### src/hdl/sbps_pkg.sv
package sbps_pkg;

    // Default sizes of the bone palette and the polygon vertex buffer
    localparam int PALETTE_SIZE_DEF       = 32;
    localparam int MAX_POLY_VERTS_DEF     = 8;

    // Bone ids carried by one vertex
    localparam int BONES_PER_VTX          = 4;
    localparam int BONE_IDX_W             = 2;
    localparam int BONE_W                 = 16;

    // Palette limit register
    localparam int LIMIT_W                = 6;
    localparam logic [LIMIT_W-1:0] LIMIT_RESET = 6'd32;

    // Input item kinds
    localparam logic KIND_VERTEX          = 1'b0;
    localparam logic KIND_GROUP_END       = 1'b1;

    typedef logic [BONE_W-1:0] bone_t;
    typedef bone_t [BONES_PER_VTX-1:0] vtx_t;

    typedef enum logic [1:0] {
        RK_ENTRY  = 2'd0,
        RK_EOL    = 2'd1,
        RK_REJECT = 2'd2
    } result_kind_t;

endpackage

### src/hdl/skin_bone_palette_splitter.sv
// Bone palette splitter for skinned polygons.
// Input: pulse start with kind, bone_0..bone_3 and last_vertex while busy is low;
// the item is taken at that edge and busy stays high until all its results are out.
// Configuration: cfg_we with cfg_data writes the palette limit (0 acts as 1, values
// above PALETTE_SIZE act as PALETTE_SIZE); write it only while busy is low.
// Results: one transfer per cycle marked by result_valid, with result_kind,
// bone_id, palette_slot and last; last flags the final result of an input item.
// The receiver has no back-pressure; every strobe is one transfer.
// Timing: one compare unit reads one palette slot per cycle from the palette RAM.
// Each bone of a vertex is compared with the palette slots in turn until it hits
// or the used slots run out, and every buffered vertex is replayed after a
// palette overflow. A closing vertex emits each palette entry its polygon added,
// read from the RAM in S_ERD and sent in S_EOUT. An end of group passes through
// S_GROUP and S_DONE. Each result waits in a holding register until the next one
// is ready or the item finishes; the final one leaves on the cycle busy drops.
// Reset: palette and polygon state clear, result_valid drops, and the palette
// limit returns to 32.
module skin_bone_palette_splitter
    import sbps_pkg::*;
#(
    parameter int PALETTE_SIZE         = PALETTE_SIZE_DEF,
    parameter int MAX_POLYGON_VERTICES = MAX_POLY_VERTS_DEF
) (
    input  logic               clk,
    input  logic               rst_n,
    input  logic               start,
    output logic               busy,
    input  logic               kind,
    input  logic [15:0]        bone_0,
    input  logic [15:0]        bone_1,
    input  logic [15:0]        bone_2,
    input  logic [15:0]        bone_3,
    input  logic               last_vertex,
    input  logic               cfg_we,
    input  logic [LIMIT_W-1:0] cfg_data,
    output logic               result_valid,
    output logic [1:0]         result_kind,
    output logic [15:0]        bone_id,
    output logic [4:0]         palette_slot,
    output logic               last
);

    localparam int CNT_W = $clog2(PALETTE_SIZE + 1);
    localparam int AW    = $clog2(PALETTE_SIZE);
    localparam int VW    = $clog2(MAX_POLYGON_VERTICES + 1);
    localparam int VIW   = $clog2(MAX_POLYGON_VERTICES);
    localparam int LW    = (CNT_W > LIMIT_W) ? CNT_W : LIMIT_W;
    localparam logic [BONE_IDX_W-1:0] LAST_BONE = BONE_IDX_W'(BONES_PER_VTX - 1);

    typedef enum logic [6:0] {
        S_IDLE  = 7'b0000001,
        S_GROUP = 7'b0000010,
        S_SCAN  = 7'b0000100,
        S_TAIL  = 7'b0001000,
        S_ERD   = 7'b0010000,
        S_EOUT  = 7'b0100000,
        S_DONE  = 7'b1000000
    } state_t;

    state_t                 state_reg, state_next;
    logic [LIMIT_W-1:0]     limit_reg;
    logic [CNT_W-1:0]       count_reg, count_next;
    logic [CNT_W-1:0]       base_reg, base_next;
    logic [VW-1:0]          vcount_reg, vcount_next;
    logic                   failed_reg, failed_next;
    logic                   lastv_reg, lastv_next;
    logic [BONE_IDX_W-1:0]  bone_idx_reg, bone_idx_next;
    logic [CNT_W-1:0]       scan_idx_reg, scan_idx_next;
    logic                   cmp_pend_reg, cmp_pend_next;
    logic                   rebuild_reg, rebuild_next;
    logic [VW-1:0]          v_reg, v_next;
    logic                   pend_valid_reg, pend_valid_next;
    logic                   result_valid_reg, result_valid_next;
    logic                   res_last_reg, res_last_next;

    // Payload registers
    vtx_t                   cur_vtx_reg, cur_vtx_next;
    vtx_t                   buffer_reg [0:MAX_POLYGON_VERTICES-1];
    logic                   buf_we;
    result_kind_t           pend_kind_reg;
    bone_t                  pend_bone_reg;
    logic [CNT_W-1:0]       pend_slot_reg;
    result_kind_t           res_kind_reg;
    bone_t                  res_bone_reg;
    logic [CNT_W-1:0]       res_slot_reg;

    // Result push from the sequencer
    logic                   push;
    result_kind_t           push_kind;
    bone_t                  push_bone;
    logic [CNT_W-1:0]       push_slot;

    // Palette RAM and shared compare unit
    logic                   ram_we;
    bone_t                  ram_rdata;
    bone_t                  bone_cur;
    logic                   hit;
    logic [LW-1:0]          lim_ext;
    logic [CNT_W-1:0]       eff_lim;
    logic [VW-1:0]          v_inc;
    logic [CNT_W-1:0]       scan_inc;
    vtx_t                   in_vtx;

    sbps_ram #(
        .WIDTH (BONE_W),
        .DEPTH (PALETTE_SIZE)
    ) u_palette (
        .clk   (clk),
        .we    (ram_we),
        .waddr (count_reg[AW-1:0]),
        .wdata (bone_cur),
        .raddr (scan_idx_reg[AW-1:0]),
        .rdata (ram_rdata)
    );

    // Clamp the configured limit into 1..PALETTE_SIZE
    always_comb
    begin
        lim_ext = LW'(limit_reg);
        if (limit_reg == '0)
        begin
            eff_lim = CNT_W'(1);
        end
        else if (lim_ext > LW'(PALETTE_SIZE))
        begin
            eff_lim = CNT_W'(PALETTE_SIZE);
        end
        else
        begin
            eff_lim = CNT_W'(lim_ext);
        end
    end

    assign in_vtx   = {bone_3, bone_2, bone_1, bone_0};
    assign bone_cur = cur_vtx_reg[bone_idx_reg];
    assign hit      = cmp_pend_reg && (ram_rdata == bone_cur);
    assign v_inc    = v_reg + 1'b1;
    assign scan_inc = scan_idx_reg + 1'b1;

    // Sequencer
    always_comb
    begin
        state_next    = state_reg;
        count_next    = count_reg;
        base_next     = base_reg;
        vcount_next   = vcount_reg;
        failed_next   = failed_reg;
        lastv_next    = lastv_reg;
        bone_idx_next = bone_idx_reg;
        scan_idx_next = scan_idx_reg;
        cmp_pend_next = 1'b0;
        rebuild_next  = rebuild_reg;
        v_next        = v_reg;
        cur_vtx_next  = cur_vtx_reg;
        buf_we        = 1'b0;
        ram_we        = 1'b0;
        push          = 1'b0;
        push_kind     = RK_ENTRY;
        push_bone     = '0;
        push_slot     = '0;

        case (state_reg)
            S_IDLE:
            begin
                if (start)
                begin
                    lastv_next   = last_vertex;
                    cur_vtx_next = in_vtx;
                    if (kind == KIND_GROUP_END)
                    begin
                        // Report an open polygon before the end of list
                        if (vcount_reg != '0 || failed_reg)
                        begin
                            push      = 1'b1;
                            push_kind = RK_REJECT;
                        end
                        state_next = S_GROUP;
                    end
                    else if (failed_reg)
                    begin
                        state_next = S_TAIL;
                    end
                    else if (vcount_reg >= VW'(MAX_POLYGON_VERTICES))
                    begin
                        count_next  = base_reg;
                        failed_next = 1'b1;
                        state_next  = S_TAIL;
                    end
                    else
                    begin
                        buf_we        = 1'b1;
                        vcount_next   = vcount_reg + 1'b1;
                        bone_idx_next = '0;
                        scan_idx_next = '0;
                        rebuild_next  = 1'b0;
                        state_next    = S_SCAN;
                    end
                end
            end

            S_GROUP:
            begin
                push        = 1'b1;
                push_kind   = RK_EOL;
                count_next  = '0;
                base_next   = '0;
                vcount_next = '0;
                failed_next = 1'b0;
                state_next  = S_DONE;
            end

            S_SCAN:
            begin
                if (!hit && scan_idx_reg < count_reg)
                begin
                    // Issue the next slot read; compare it next cycle
                    scan_idx_next = scan_inc;
                    cmp_pend_next = 1'b1;
                end
                else if (!hit && count_reg >= eff_lim)
                begin
                    // Palette overflow
                    if (rebuild_reg || base_reg == '0)
                    begin
                        count_next  = base_reg;
                        failed_next = 1'b1;
                        state_next  = S_TAIL;
                    end
                    else
                    begin
                        push          = 1'b1;
                        push_kind     = RK_EOL;
                        count_next    = '0;
                        base_next     = '0;
                        rebuild_next  = 1'b1;
                        v_next        = '0;
                        cur_vtx_next  = buffer_reg[0];
                        bone_idx_next = '0;
                        scan_idx_next = '0;
                    end
                end
                else
                begin
                    // Bone found, or appended in the next free slot
                    if (!hit)
                    begin
                        ram_we     = 1'b1;
                        count_next = count_reg + 1'b1;
                    end
                    scan_idx_next = '0;
                    if (bone_idx_reg != LAST_BONE)
                    begin
                        bone_idx_next = bone_idx_reg + 1'b1;
                    end
                    else if (rebuild_reg && v_inc < vcount_reg)
                    begin
                        v_next        = v_inc;
                        cur_vtx_next  = buffer_reg[v_inc[VIW-1:0]];
                        bone_idx_next = '0;
                    end
                    else
                    begin
                        state_next = S_TAIL;
                    end
                end
            end

            S_TAIL:
            begin
                if (!lastv_reg)
                begin
                    state_next = S_DONE;
                end
                else if (failed_reg)
                begin
                    push        = 1'b1;
                    push_kind   = RK_REJECT;
                    vcount_next = '0;
                    failed_next = 1'b0;
                    state_next  = S_DONE;
                end
                else if (base_reg == count_reg)
                begin
                    vcount_next = '0;
                    state_next  = S_DONE;
                end
                else
                begin
                    scan_idx_next = base_reg;
                    state_next    = S_ERD;
                end
            end

            S_ERD:
            begin
                state_next = S_EOUT;
            end

            S_EOUT:
            begin
                // Emit one entry that this polygon added
                push          = 1'b1;
                push_kind     = RK_ENTRY;
                push_bone     = ram_rdata;
                push_slot     = scan_idx_reg;
                scan_idx_next = scan_inc;
                if (scan_inc == count_reg)
                begin
                    base_next   = count_reg;
                    vcount_next = '0;
                    failed_next = 1'b0;
                    state_next  = S_DONE;
                end
                else
                begin
                    state_next = S_ERD;
                end
            end

            S_DONE:
            begin
                state_next = S_IDLE;
            end

            default:
            begin
                state_next = S_IDLE;
            end
        endcase
    end

    // Hold each result until the next one or the finish so the final one can carry last
    always_comb
    begin
        result_valid_next = 1'b0;
        res_last_next     = 1'b0;
        pend_valid_next   = pend_valid_reg;
        if (push)
        begin
            result_valid_next = pend_valid_reg;
            pend_valid_next   = 1'b1;
        end
        else if (state_reg == S_DONE)
        begin
            result_valid_next = pend_valid_reg;
            res_last_next     = 1'b1;
            pend_valid_next   = 1'b0;
        end
    end

    // Control registers
    always_ff @(posedge clk or negedge rst_n)
    begin
        if (!rst_n)
        begin
            state_reg        <= S_IDLE;
            limit_reg        <= LIMIT_RESET;
            count_reg        <= '0;
            base_reg         <= '0;
            vcount_reg       <= '0;
            failed_reg       <= 1'b0;
            lastv_reg        <= 1'b0;
            bone_idx_reg     <= '0;
            scan_idx_reg     <= '0;
            cmp_pend_reg     <= 1'b0;
            rebuild_reg      <= 1'b0;
            v_reg            <= '0;
            pend_valid_reg   <= 1'b0;
            result_valid_reg <= 1'b0;
            res_last_reg     <= 1'b0;
        end
        else
        begin
            state_reg        <= state_next;
            if (cfg_we)
            begin
                limit_reg <= cfg_data;
            end
            count_reg        <= count_next;
            base_reg         <= base_next;
            vcount_reg       <= vcount_next;
            failed_reg       <= failed_next;
            lastv_reg        <= lastv_next;
            bone_idx_reg     <= bone_idx_next;
            scan_idx_reg     <= scan_idx_next;
            cmp_pend_reg     <= cmp_pend_next;
            rebuild_reg      <= rebuild_next;
            v_reg            <= v_next;
            pend_valid_reg   <= pend_valid_next;
            result_valid_reg <= result_valid_next;
            res_last_reg     <= res_last_next;
        end
    end

    // Payload registers: vertex buffer, pending result, output result
    always_ff @(posedge clk)
    begin
        cur_vtx_reg <= cur_vtx_next;
        if (buf_we)
        begin
            buffer_reg[vcount_reg[VIW-1:0]] <= in_vtx;
        end
        if (push)
        begin
            pend_kind_reg <= push_kind;
            pend_bone_reg <= push_bone;
            pend_slot_reg <= push_slot;
        end
        if (result_valid_next)
        begin
            res_kind_reg <= pend_kind_reg;
            res_bone_reg <= pend_bone_reg;
            res_slot_reg <= pend_slot_reg;
        end
    end

    assign busy         = (state_reg != S_IDLE);
    assign result_valid = result_valid_reg;
    assign result_kind  = res_kind_reg;
    assign bone_id      = res_bone_reg;
    assign palette_slot = 5'(res_slot_reg);
    assign last         = res_last_reg;

`ifndef NO_ASSERTIONS
    // Results only leave while an item is in work or as it finishes
    assert property (@(posedge clk) disable iff (!rst_n)
        result_valid |-> $past(busy))
    else $error("result outside an item");

    // An accepted item raises busy
    assert property (@(posedge clk) disable iff (!rst_n)
        (start && !busy) |=> busy)
    else $error("item accepted without busy");

    // Palette count stays within the palette
    assert property (@(posedge clk) disable iff (!rst_n)
        count_reg <= CNT_W'(PALETTE_SIZE))
    else $error("palette count beyond size");

    // Polygon base never passes the palette count
    assert property (@(posedge clk) disable iff (!rst_n)
        base_reg <= count_reg)
    else $error("polygon base beyond palette count");

    // Vertex buffer never overfills
    assert property (@(posedge clk) disable iff (!rst_n)
        vcount_reg <= VW'(MAX_POLYGON_VERTICES))
    else $error("vertex buffer overfilled");
`endif

endmodule

### src/hdl/sbps_ram.sv
module sbps_ram #(
    parameter int WIDTH = 16,
    parameter int DEPTH = 32
) (
    input  logic                     clk,
    input  logic                     we,
    input  logic [$clog2(DEPTH)-1:0] waddr,
    input  logic [WIDTH-1:0]         wdata,
    input  logic [$clog2(DEPTH)-1:0] raddr,
    output logic [WIDTH-1:0]         rdata
);

    logic [WIDTH-1:0] mem [0:DEPTH-1];

    // Write port and registered read port
    always_ff @(posedge clk)
    begin
        if (we)
        begin
            mem[waddr] <= wdata;
        end
        rdata <= mem[raddr];
    end

endmodule
### config.mk
export PLATFORM = sky130hd
export DESIGN_NAME = skin_bone_palette_splitter
export DESIGN_NICKNAME = d
export VERILOG_FILES = /design/src/hdl/sbps_pkg.sv /design/src/hdl/skin_bone_palette_splitter.sv /design/src/hdl/sbps_ram.sv
export SDC_FILE = /design/constraint.sdc
export NUM_CORES = 1
export LEC_CHECK = 0
export ABC_CLOCK_PERIOD_IN_PS = 25500
export BUFFER_PORTS_ARGS = -buffer_cell sky130_fd_sc_hd__buf_4
export CAP_MARGIN = 10
export CORE_MARGIN = 4
export CORE_UTILIZATION = 63
export DETAILED_ROUTE_END_ITERATION = 8
export PLACE_DENSITY = 0.8
export SYNTH_ARGS = -nofsm -noshare
export SYNTH_HDL_FRONTEND = slang
export SYNTH_SLANG_ARGS = --single-unit
### constraint.sdc
create_clock -name clk -period 25.5 [get_ports clk]
set_input_delay 5.1 -clock clk [delete_from_list [all_inputs] [get_ports clk]]
set_output_delay 5.1 -clock clk [all_outputs]
set_load 0.01 [all_outputs]
### After elaboration in Yosys (flattened, before gate mapping)

Memories as Yosys holds them, arrays and structs flattened. A register that Yosys moved wholly into a read port is not among the register bits.
Index checks and enable logic that the tools add are counted.

* bits in registers: 158
* memory bits (writable): 1024
* memories: 2

Memory list
* buffer_reg: depth 8, bits a word 64, read ports 2, clocked after memory_dff 0, write ports 1, RTL line skin_bone_palette_splitter.sv:78 `vtx_t buffer_reg [0:MAX_POLYGON_VERTICES-1];`
* u_palette.mem: depth 32, bits a word 16, read ports 1, clocked after memory_dff 1, write ports 1, RTL line sbps_ram.sv:13 `logic [WIDTH-1:0] mem [0:DEPTH-1];`

* $add $sub $neg: 5
* order comparisons: 6
* eq/ne operators: 36
* multiplexer cells: 129
* bitwise logic cells: 1
* reduce and logical (&&, ||, !) cells: 30

Operators by type and width (number)
* $mux W64: 6
* $mux W6: 23
* $pmux W64 S2: 1
* $mux W7: 10
* $mux W4: 15
* $mux W1: 48
* $pmux W7 S6: 1
* $pmux W6 S3: 2
* $bmux W16 S2: 1
* $ne A2 B2 Y1 const B: 16
* $reduce_and A8 Y1: 4
* $mux W2: 14
* $pmux W6 S4: 1
* $ne A3 B3 Y1 const B: 7
* $eq A16 B16 Y1: 1
* $mux W16: 1
* $pmux W4 S4: 1
* $add A6 B1 Y6 const B: 2
* $eq A6 B6 Y1: 2
* $logic_not A6 Y1: 2
* $reduce_bool A4 Y1: 3
* $reduce_and A5 Y1: 2
* $reduce_and A9 Y1: 1
* $add A4 B1 Y4 const B: 2
* 33 further kinds: 41

### Depth between registers and ports, before layout

Gate-level depths: netlist of run 1.

* word-level depth: 11
* gate-level depth with buffers: 14

### Modules after synthesis

From an unflattened synthesis of run 1, not the netlist that was laid out.

* cells, all modules: 2694
* area total of the unflattened synthesis: 48129.9 µm²

By module, submodules not included
* skin_bone_palette_splitter: instances 1, cells an instance 1551, area an instance 27595.2 µm²
* sbps_ram: instances 1, cells an instance 1143, area an instance 20534.7 µm²

### Worst setup path after synthesis of run 1

No wires, ideal clock.

* path kind: input-to-reg
* start: input kind
* end: memory buffer_reg[0][0] (netlist bit), enable pin
* setup time: 643 ps
* arrival: 11631 ps
* required time: 24857 ps
* slack: 13226 ps
* cell stages on the path: 4
* path buffers: 0
* path through: nand2b_1 > nor3_1 > nand2_1 > nor4_1

* word-level cells in the longest chain between the ends: 5

Ends and longest elaborated chain
* start: declaration: RTL line skin_bone_palette_splitter.sv:28 `input logic kind,`
* $mux W1: RTL line skin_bone_palette_splitter.sv:169 `if (kind == KIND_GROUP_END)`
* $mux W1: RTL line skin_bone_palette_splitter.sv:165 `if (start)`
* $mux W1: RTL line skin_bone_palette_splitter.sv:162 `case (state_reg)`
* $mux W1: RTL line skin_bone_palette_splitter.sv:399 `if (buf_we)`
* $mux W1 (not written as such): RTL line skin_bone_palette_splitter.sv:401 `buffer_reg[vcount_reg[VIW-1:0]] <= in_vtx;`
* end: declaration: RTL line skin_bone_palette_splitter.sv:78

No other way between the ends.

### Worst setup path after layout of run 1

* start: register state_reg[2]
* end: output busy

* word-level cells in the longest chain between the ends: 1

Ends and longest elaborated chain
* start: declaration: RTL line skin_bone_palette_splitter.sv:60 `state_t state_reg, state_next;`
* start signal: assignment: RTL line skin_bone_palette_splitter.sv:374 `state_reg <= state_next;`
* $ne A7 B1 Y1: RTL line skin_bone_palette_splitter.sv:417 `assign busy = (state_reg != S_IDLE);`
* end: declaration: RTL line skin_bone_palette_splitter.sv:27 `output logic busy,`

No other way between the ends.

==> out/qor_table.md, run 1 <==
| Metric | Value | Unit |
|---|---|---|
| Longest individual stage delay on the worst path | 0.50 | ns |
| Setup Crit Path Kind | reg2out | - |
| Destination of the worst register-to-register timing path | cur_vtx_reg[25]$_DFFE_PP_ | - |
| Leftover overflow at the end of global routing | 0 | - |
| Clock network latency to the later pin of the worst-skew pair | 0.68 | ns |
| Min-Delay Endpoint | bone_id[6]$_DFFE_PP_ | - |
| Count of port buffers added during placement | 101 | - |
| Distinct cells, synth | 68 | - |
| Htree depth | 3 | - |
| Chain of cells forming the critical path | nor4_1 > and3_1 > inv_2 > buf_4 | - |
| Number of clock sinks | 1198 | - |
| CP delay by family, top | simple AND/OR/NAND/NOR gates | - |
| Placed insts | 3393 | - |
| Power density over the cells | 92.1 | nW/um2 |
| Layout cell share with drive strength beyond 1 | 26.6 | % |
| Initial Utilization | 63.7 | % |
| Drc violations | 0 | - |
| Synthesis Warnings | 0 | - |
| Fraction of synthesis flops using an asynchronous set or reset pin | 4.01 | % |
| Hold_buf cts | 0 | - |
| FF-to-FF Start | bone_idx_reg[0]$_DFFE_PN0P_ | - |
| Die outline width | 283 | um |
| Die area | 79800 | um2 |
| Count of maximum capacitance violations | 0 | - |
| Number of flops mapped to enable cells by yosys | 1134 | - |
| CTS max path bufs | 3 | - |
| Quantity of gates resized following cts | 0 | - |
| Avg WL per Cell | 29.6 | um |
| Worst min-delay path startpoint | pend_bone_reg[6]$_SDFFCE_PN0P_ | - |
| Slew margin rel. | 22.1 | % |
| Number of pins with negative max-slew slack in the final report | 0 | - |
| Total Nets Final | 2636 | - |
| Area grow syn2layout | 12.3 | % |
| DRT antenna net count | 0 | - |
| Pin slew with the least headroom to its limit | 1.17 | ns |
| Global-route wire length before repair | 159000 | um |
| Setup Skew | 0.0259 | ns |
| Average cell area after synthesis | 20.0 | um2 |
| I/O pins | 102 | - |
| Endpoint required time on the critical path | 20.40 | ns |
| Number of hold-slack violations in the final timing report | 0 | - |
| Global placement routability congestion | 0.839 | - |
| Number of buffers inserted by post-CTS setup repair | 0 | - |
| Most instantiated flip-flop cell in the synthesis netlist | sky130_fd_sc_hd__edfxtp_1 | - |
| Number of antenna violations at the first check in global routing | 9 | - |
| Worst hold path class | reg2reg | - |
| Unrepaired setup endpoints after global routing | no | - |
| Number of global-route vias before repair | 24712 | - |
| Setup Total Neg Slack | 0 | ns |
| Status | finished clean | - |
| Area post-placement | 49600 | um2 |
| Critical path startpoint category | flip-flop | - |
| Critical path endpoint category | primary output | - |
| Most common cell after layout, fill and taps aside | sky130_fd_sc_hd__edfxtp_1 | - |
| Sequential area share after synthesis | 74.9 | % |
| First-pass detailed-route iteration total | 6 | - |
| Worst path buffer plus inverter count | 2 | - |
| Master of the slowest instance on the critical path | sky130_fd_sc_hd__nor4_1 | - |
| Non-filler instance count after layout | 3599 | - |
| Synth Instances | 2379 | - |
| Final Routed Wirelength | 106000 | um |
| Estimated wirelength of the detail-placed design | 58500 | um |
| VDD IR-drop max | 0.0867 | mV |
| Combined area of all synthesized cells | 47500 | um2 |
| Area of the core | 74600 | um2 |
| Worst reg-to-reg setup slack | 20.50 | ns |
| Clock slew at the register clock pins of the worst setup and hold paths | 0.06 | ns |
| Cell count of the worst reg-to-reg path | 12 | - |
| Worst slack on hold paths | 0.419 | ns |
| Largest net degree at the start of global routing | 117 | - |
| Cts bufs inserted | 110 | - |
| Register bit total from synthesis | 1198 | - |
| Final core occ | 71.5 | % |
| Post-detailed-route via-to-cell ratio | 6.64 | - |
| Die outline height | 283 | um |
| Maximum frequency from static timing analysis | 133 | MHz |
| Routed vias | 23911 | - |
| Std cell rows | 100 | - |
| Part of the cycle the worst path needs | 29.5 | % |
| Number of cells traversed by the worst hold path | 0 | - |
| Number of DRC violations after detailed-routing iteration 0 | 3031 | - |
| Total non-filler cell area in the finished layout | 53300 | um2 |
| Mapped Nets | 2479 | - |
| Leakage power of the design | 16.9 | nW |
| Final setup violation count | 0 | - |
| TritonCTS clock tree | done | - |
| Most frequent cells in the layout | sky130_fd_sc_hd__edfxtp_1 (1134), sky130_fd_sc_hd__mux4_2 (299), sky130_fd_sc_hd__buf_4 (171), sky130_fd_sc_hd__nor2_1 (121), sky130_fd_sc_hd__nand2_1 (117) | - |
| Clock tree root buffer cell | sky130_fd_sc_hd__clkbuf_16 | - |
| Data arrival time of the critical path | 2.43 | ns |
| Min Tclk post-route | 7.53 | ns |
| Worst Path Max Fanout | 11 | - |
| Total global routing track utilization | 27.2 | % |
## where the power goes
| group | leakage (nW) | internal (W) | switching, W |
|---|---|---|---|
| clock | 1.79 | 0.000971 | 0.000707 |
| combinational | 4.14 | 0.000187 | 0.000511 |
| sequential | 11.0 | 0.00246 | 0.0000776 |
## synth_stat cells, drive strengths merged (4+ instances only)
library cell | count | area share, %
nor3b | 4 | 0.063
a22o | 16 | 0.30
nand2 | 118 | 0.95
nor4 | 6 | 0.079
nand4 | 8 | 0.12
inv | 22 | 0.17
mux4 | 300 | 14
a31o | 4 | 0.074
edfxtp | 1134 | 72
dfrtp | 46 | 2.4
clkbuf | 85 | 0.67
mux2 | 24 | 0.57
xor2 | 12 | 0.22
nand3 | 15 | 0.16
xnor2 | 19 | 0.35
and2 | 24 | 0.32
nor2 | 125 | 0.99
and3 | 6 | 0.079
ha | 24 | 0.63
buf | 42 | 0.42
a21oi | 85 | 0.90
dfxtp | 16 | 0.67
mux2i | 82 | 1.7
a22oi | 7 | 0.11
nor3 | 15 | 0.18
o21ai | 91 | 0.96
## kinds of logic (layout without fill, tap and decap cells)
logic type / count (synthesis) / count (layout) / synth area share (%)
AO/OA/AOI/OAI: 234 / 234 / 2.89
buffers and inverters: 150 / 397 / 1.27
multiplexers: 406 / 406 / 16.5
flip-flops: 1198 / 1198 / 74.9
adder cells (fa/ha/maj): 24 / 24 / 0.632
XOR/XNOR: 31 / 31 / 0.572
other: 0 / 4 / 0
AND/OR/NAND/NOR: 336 / 336 / 3.18
## layer usage
metal	up-vias	global-route usage [%]	share of wire (%)
li1	10013	-	-
met1	12358	36.2	36
met2	1283	46.0	52
met3	247	4.58	7.7
met4	10	10.8	4.1
met5	-	0	0.059
## final cells by class
class,count,area (um2)
Clock inverter,66,736
Inverter,23,86.3
Timing Repair Buffer,172,1300
Antenna cell,4,10.0
Clock buffer,136,2940
Fill cell,4180,21300
Tap cell,969,1210
Multi-Input combinational cell,1031,11400
Sequential cell,1198,35600
## how the worst max path moves through the flow
stage	startpoint	to	cells past startpoint
finish	state_reg[2]$_DFFE_PN0P_	busy	4
global route	state_reg[2]$_DFFE_PN0P_	busy	4
CTS	state_reg[2]$_DFFE_PN0P_	busy	4
detailed placement	kind	buffer_reg[1][17]$_DFFE_PP_	8
global placement	kind	buffer_reg[1][17]$_DFFE_PP_	8
floorplan	kind	buffer_reg[0][0]$_DFFE_PP_	4
## metrics by stage
step	worst slack (ns)	power, W
6_report	17.97	0.00491
5_1_grt	17.83	0.00508
4_1_cts	17.99	0.00492
3_5_place_dp	17.73	0.00326
3_3_place_gp	17.86	0.00321
2_1_floorplan	13.23	0.00297
Note: power is estimated with default switching activity, not from simulation.
==> run 2: changes to the inputs <==
ABC_CLOCK_PERIOD_IN_PS = 7400   (was 25500)
CORE_UTILIZATION = 62   (was 63)
PLACE_DENSITY = 0.79   (was 0.8)
clock period = 7.4 ns   (was 25.5 ns; I/O delays follow)
==> run 2 against run 1 <==
Effect of this change: global-route usage up 0.28 points; combinational power rose to 3.4 times the previous value; sequential share of layout area down 0.29 points; clock skew down 0.0013 ns; setup slack worse by 16 ns; final area up 0.43%; flip-flop and latch count unchanged; total power rose to 3.5 times the previous value; critical path depth up 5; via count up 1.2%; critical path type is now reg2reg.
==> out/qor_table.md, run 2 (same netlist as run 1, synthesis figures left out) <==
| Metric | Value | Unit | Delta |
|---|---|---|---|
| Clock tree root buffer cell | sky130_fd_sc_hd__clkbuf_16 | - |  |
| Cell count of the worst reg-to-reg path | 9 | - | -3 |
| Die outline height | 285 | um | +0.78% |
| Routed metal-1 wire length | 39300 | um | +2.0% |
| Slew margin rel. | 22.5 | % | +0.40 points |
| Leftover overflow at the end of global routing | 0 | - | unchanged |
| CTS max path bufs | 3 | - | unchanged |
| Quantity of gates resized following cts | 0 | - | unchanged |
| Clock network latency to the later pin of the worst-skew pair | 0.69 | ns | about the same |
| Std cell rows | 101 | - | +1.0% |
| Worst hold path class | reg2reg | - |  |
| Global-route wire length before repair | 165000 | um | +3.2% |
| Hold_buf cts | 0 | - | unchanged |
| Die outline width | 285 | um | +0.78% |
| Destination of the worst register-to-register timing path | u_palette.mem[26][8]$_DFFE_PP_ | - |  |
| I/O pins | 102 | - | unchanged |
| Worst slack on hold paths | 0.419 | ns | -0.000826 ns |
| Pin slew with the least headroom to its limit | 1.16 | ns | -0.00600 ns |
| Initial Utilization | 62.5 | % | -1.2 points |
| Number of DRC violations after detailed-routing iteration 0 | 2966 | - | -2.1% |
| Met2 routed wirelength | 55800 | um | +0.90% |
| Drc violations | 0 | - | unchanged |
| WP depth | 9 | - | +5 |
| DR WL met3 | 9930 | um | +21% |
| CP delay by family, top | simple AND/OR/NAND/NOR gates | - |  |
| Estimated wirelength of the detail-placed design | 62800 | um | +7.3% |
| Cts bufs inserted | 111 | - | +0.91% |
| Most frequent cells in the layout | sky130_fd_sc_hd__edfxtp_1 (1134), sky130_fd_sc_hd__mux4_2 (299), sky130_fd_sc_hd__buf_4 (169), sky130_fd_sc_hd__nor2_1 (121), sky130_fd_sc_hd__nand2_1 (117) | - |  |
| Routed vias | 24188 | - | +1.2% |
| Total global routing track utilization | 27.5 | % | +0.28 points |
| Critical path endpoint category | flip-flop | - |  |
| Number of pins with negative max-slew slack in the final report | 0 | - | unchanged |
| Number of clock sinks | 1198 | - | unchanged |
| FF-to-FF Start | bone_idx_reg[0]$_DFFE_PN0P_ | - |  |
| Die area | 81100 | um2 | +1.6% |
| Status | finished clean | - |  |
| Clock slew at the register clock pins of the worst setup and hold paths | 0.06 | ns | about the same |
| VDD IR-drop max | 0.267 | mV | +210% |
| Final Routed Wirelength | 110000 | um | +3.0% |
| Master of the slowest instance on the critical path | sky130_fd_sc_hd__mux4_1 | - |  |
| Critical path startpoint category | flip-flop | - |  |
| Number of global-route vias before repair | 24733 | - | +0.085% |
| Largest net degree at the start of global routing | 129 | - | +10% |
| DRT antenna net count | 0 | - | unchanged |
| Part of the cycle the worst path needs | 71.3 | % |  |
| Post-detailed-route via-to-cell ratio | 6.60 | - | -0.72% |
| Htree depth | 3 | - | unchanged |
| Maximum frequency from static timing analysis | 189 | MHz |  |
| Power density over the cells | 320 | nW/um2 | +250% |
| Number of hold-slack violations in the final timing report | 0 | - | unchanged |
| TritonCTS clock tree | done | - |  |
| Count of maximum capacitance violations | 0 | - | unchanged |
| Startpoint of the worst setup timing path | bone_idx_reg[0]$_DFFE_PN0P_ | - |  |
| Endpoint required time on the critical path | 7.77 | ns | -12.63 ns |
| Data arrival time of the critical path | 5.64 | ns | +3.21 ns |
| Total Nets Final | 2636 | - | unchanged |
| Setup Skew | 0.0246 | ns | -0.00126 ns |
| Final setup violation count | 0 | - | unchanged |
| Worst Path Max Fanout | 33 | - | +22 |
| Count of port buffers added during placement | 101 | - | unchanged |
| Longest individual stage delay on the worst path | 1.11 | ns | +0.61 ns |
| Area of the core | 75900 | um2 | +1.8% |
| Worst path buffer plus inverter count | 1 | - | -1 |
| Top layer in use | met5 | - |  |
| Leakage power of the design | 17.0 | nW | +0.33% |
| Layout cell share with drive strength beyond 1 | 26.5 | % | -0.13 points |
| Unrepaired setup endpoints after global routing | no | - |  |
| Area grow syn2layout | 12.8 | % |  |
| Setup Crit Path Kind | reg2reg | - |  |
| Global placement routability congestion | 0.888 | - | +6.0% |
| Number of antenna violations at the first check in global routing | 7 | - | -2 |
| Avg WL per Cell | 29.9 | um | +1.1% |
| Endpoint of the worst setup timing path | u_palette.mem[26][8]$_DFFE_PP_ | - |  |
| Worst reg-to-reg setup slack | 2.12 | ns | -18.38 ns |
| Chain of cells forming the critical path | mux4_1 > xnor2_1 > nand4_1 > nor2_1 > and4b_1 > nor3_1 > nand2_1 > nor2_1 > buf_4 | - |  |
| Most frequent cell on the critical path | sky130_fd_sc_hd__nor2_1 | - |  |
| First-pass detailed-route iteration total | 5 | - | -1 |
| Most common cell after layout, fill and taps aside | sky130_fd_sc_hd__edfxtp_1 | - |  |
| Setup Total Neg Slack | 0 | ns | unchanged |
| Min Tclk post-route | 5.28 | ns |  |
| Final core occ | 70.5 | % | -1.0 points |
| Number of buffers inserted by post-CTS setup repair | 0 | - | unchanged |
## run 2: changes by cell type in the layout (fill, tap and decap cells not counted), moves of 2 or more
cell / before / now
sky130_fd_sc_hd__clkinv_4: 2 / 0
sky130_fd_sc_hd__bufinv_16: 15 / 17
sky130_fd_sc_hd__buf_4: 171 / 169
sky130_fd_sc_hd__diode_2: 4 / 6
sky130_fd_sc_hd__clkinv_2: 20 / 18
sky130_fd_sc_hd__inv_6: 4 / 1
sky130_fd_sc_hd__clkinv_1: 19 / 17
sky130_fd_sc_hd__clkbuf_1: 18 / 27
sky130_fd_sc_hd__clkbuf_16: 111 / 113
sky130_fd_sc_hd__clkinv_8: 0 / 2
## run 2: through the flow
step                      instances  power, W  instance area, um2  worst slack (ns)
after floorplan                2379    0.0102               47500             0.349
after global placement         3453    0.0112               49700              2.47
after detailed placement       3453    0.0113               49700              2.17
after CTS                      3661    0.0172               53500              2.13
after global routing           3662    0.0177               53500              1.78
final                          3667    0.0171               53500              2.12
## run 2: per-layer routing
metal  track usage (%)  vias to the layer above
li1                  -                    10011
met1              37.2                    12581
met2              45.6                     1357
met3              4.91                      237
met4              10.6                        2
met5                 0                        -
## run 2: final cells by class
class,instances,area (um2)
Sequential cell,1198,35600
Fill cell,4313,22400
Multi-Input combinational cell,1031,11500
Clock buffer,146,3010
Timing Repair Buffer,171,1310
Tap cell,1030,1290
Clock inverter,62,791
Inverter,23,86.3
Antenna cell,6,15.0
## run 2: worst reg2reg max path, stage by stage (launching register included)
cell	delay, ns
sky130_fd_sc_hd__dfrtp_1	0.92
sky130_fd_sc_hd__mux4_1	1.12
sky130_fd_sc_hd__xnor2_1	0.32
sky130_fd_sc_hd__nand4_1	0.14
sky130_fd_sc_hd__nor2_1	0.05
sky130_fd_sc_hd__and4b_1	0.27
sky130_fd_sc_hd__nor3_1	0.53
sky130_fd_sc_hd__nand2_1	0.33
sky130_fd_sc_hd__nor2_1	0.88
sky130_fd_sc_hd__buf_4	0.39
## run 2: worst min path at each step
stage	from	to	depth (start not counted)
4_1_cts	pend_bone_reg[11]$_SDFFCE_PN0P_	bone_id[11]$_DFFE_PP_	0
2_1_floorplan	pend_bone_reg[0]$_SDFFCE_PN0P_	bone_id[0]$_DFFE_PP_	0
3_5_place_dp	pend_slot_reg[0]$_SDFFCE_PN0P_	res_slot_reg[0]$_DFFE_PP_	0
5_1_grt	pend_bone_reg[11]$_SDFFCE_PN0P_	bone_id[11]$_DFFE_PP_	0
3_3_place_gp	pend_bone_reg[5]$_SDFFCE_PN0P_	bone_id[5]$_DFFE_PP_	0
6_report	pend_slot_reg[2]$_SDFFCE_PN0P_	res_slot_reg[2]$_DFFE_PP_	0
## run 2: power by group
part           switching (W)  internal [W]
Combinational        0.00172      0.000643
Clock                0.00247       0.00347
Sequential          0.000367       0.00847
Total                0.00455        0.0126
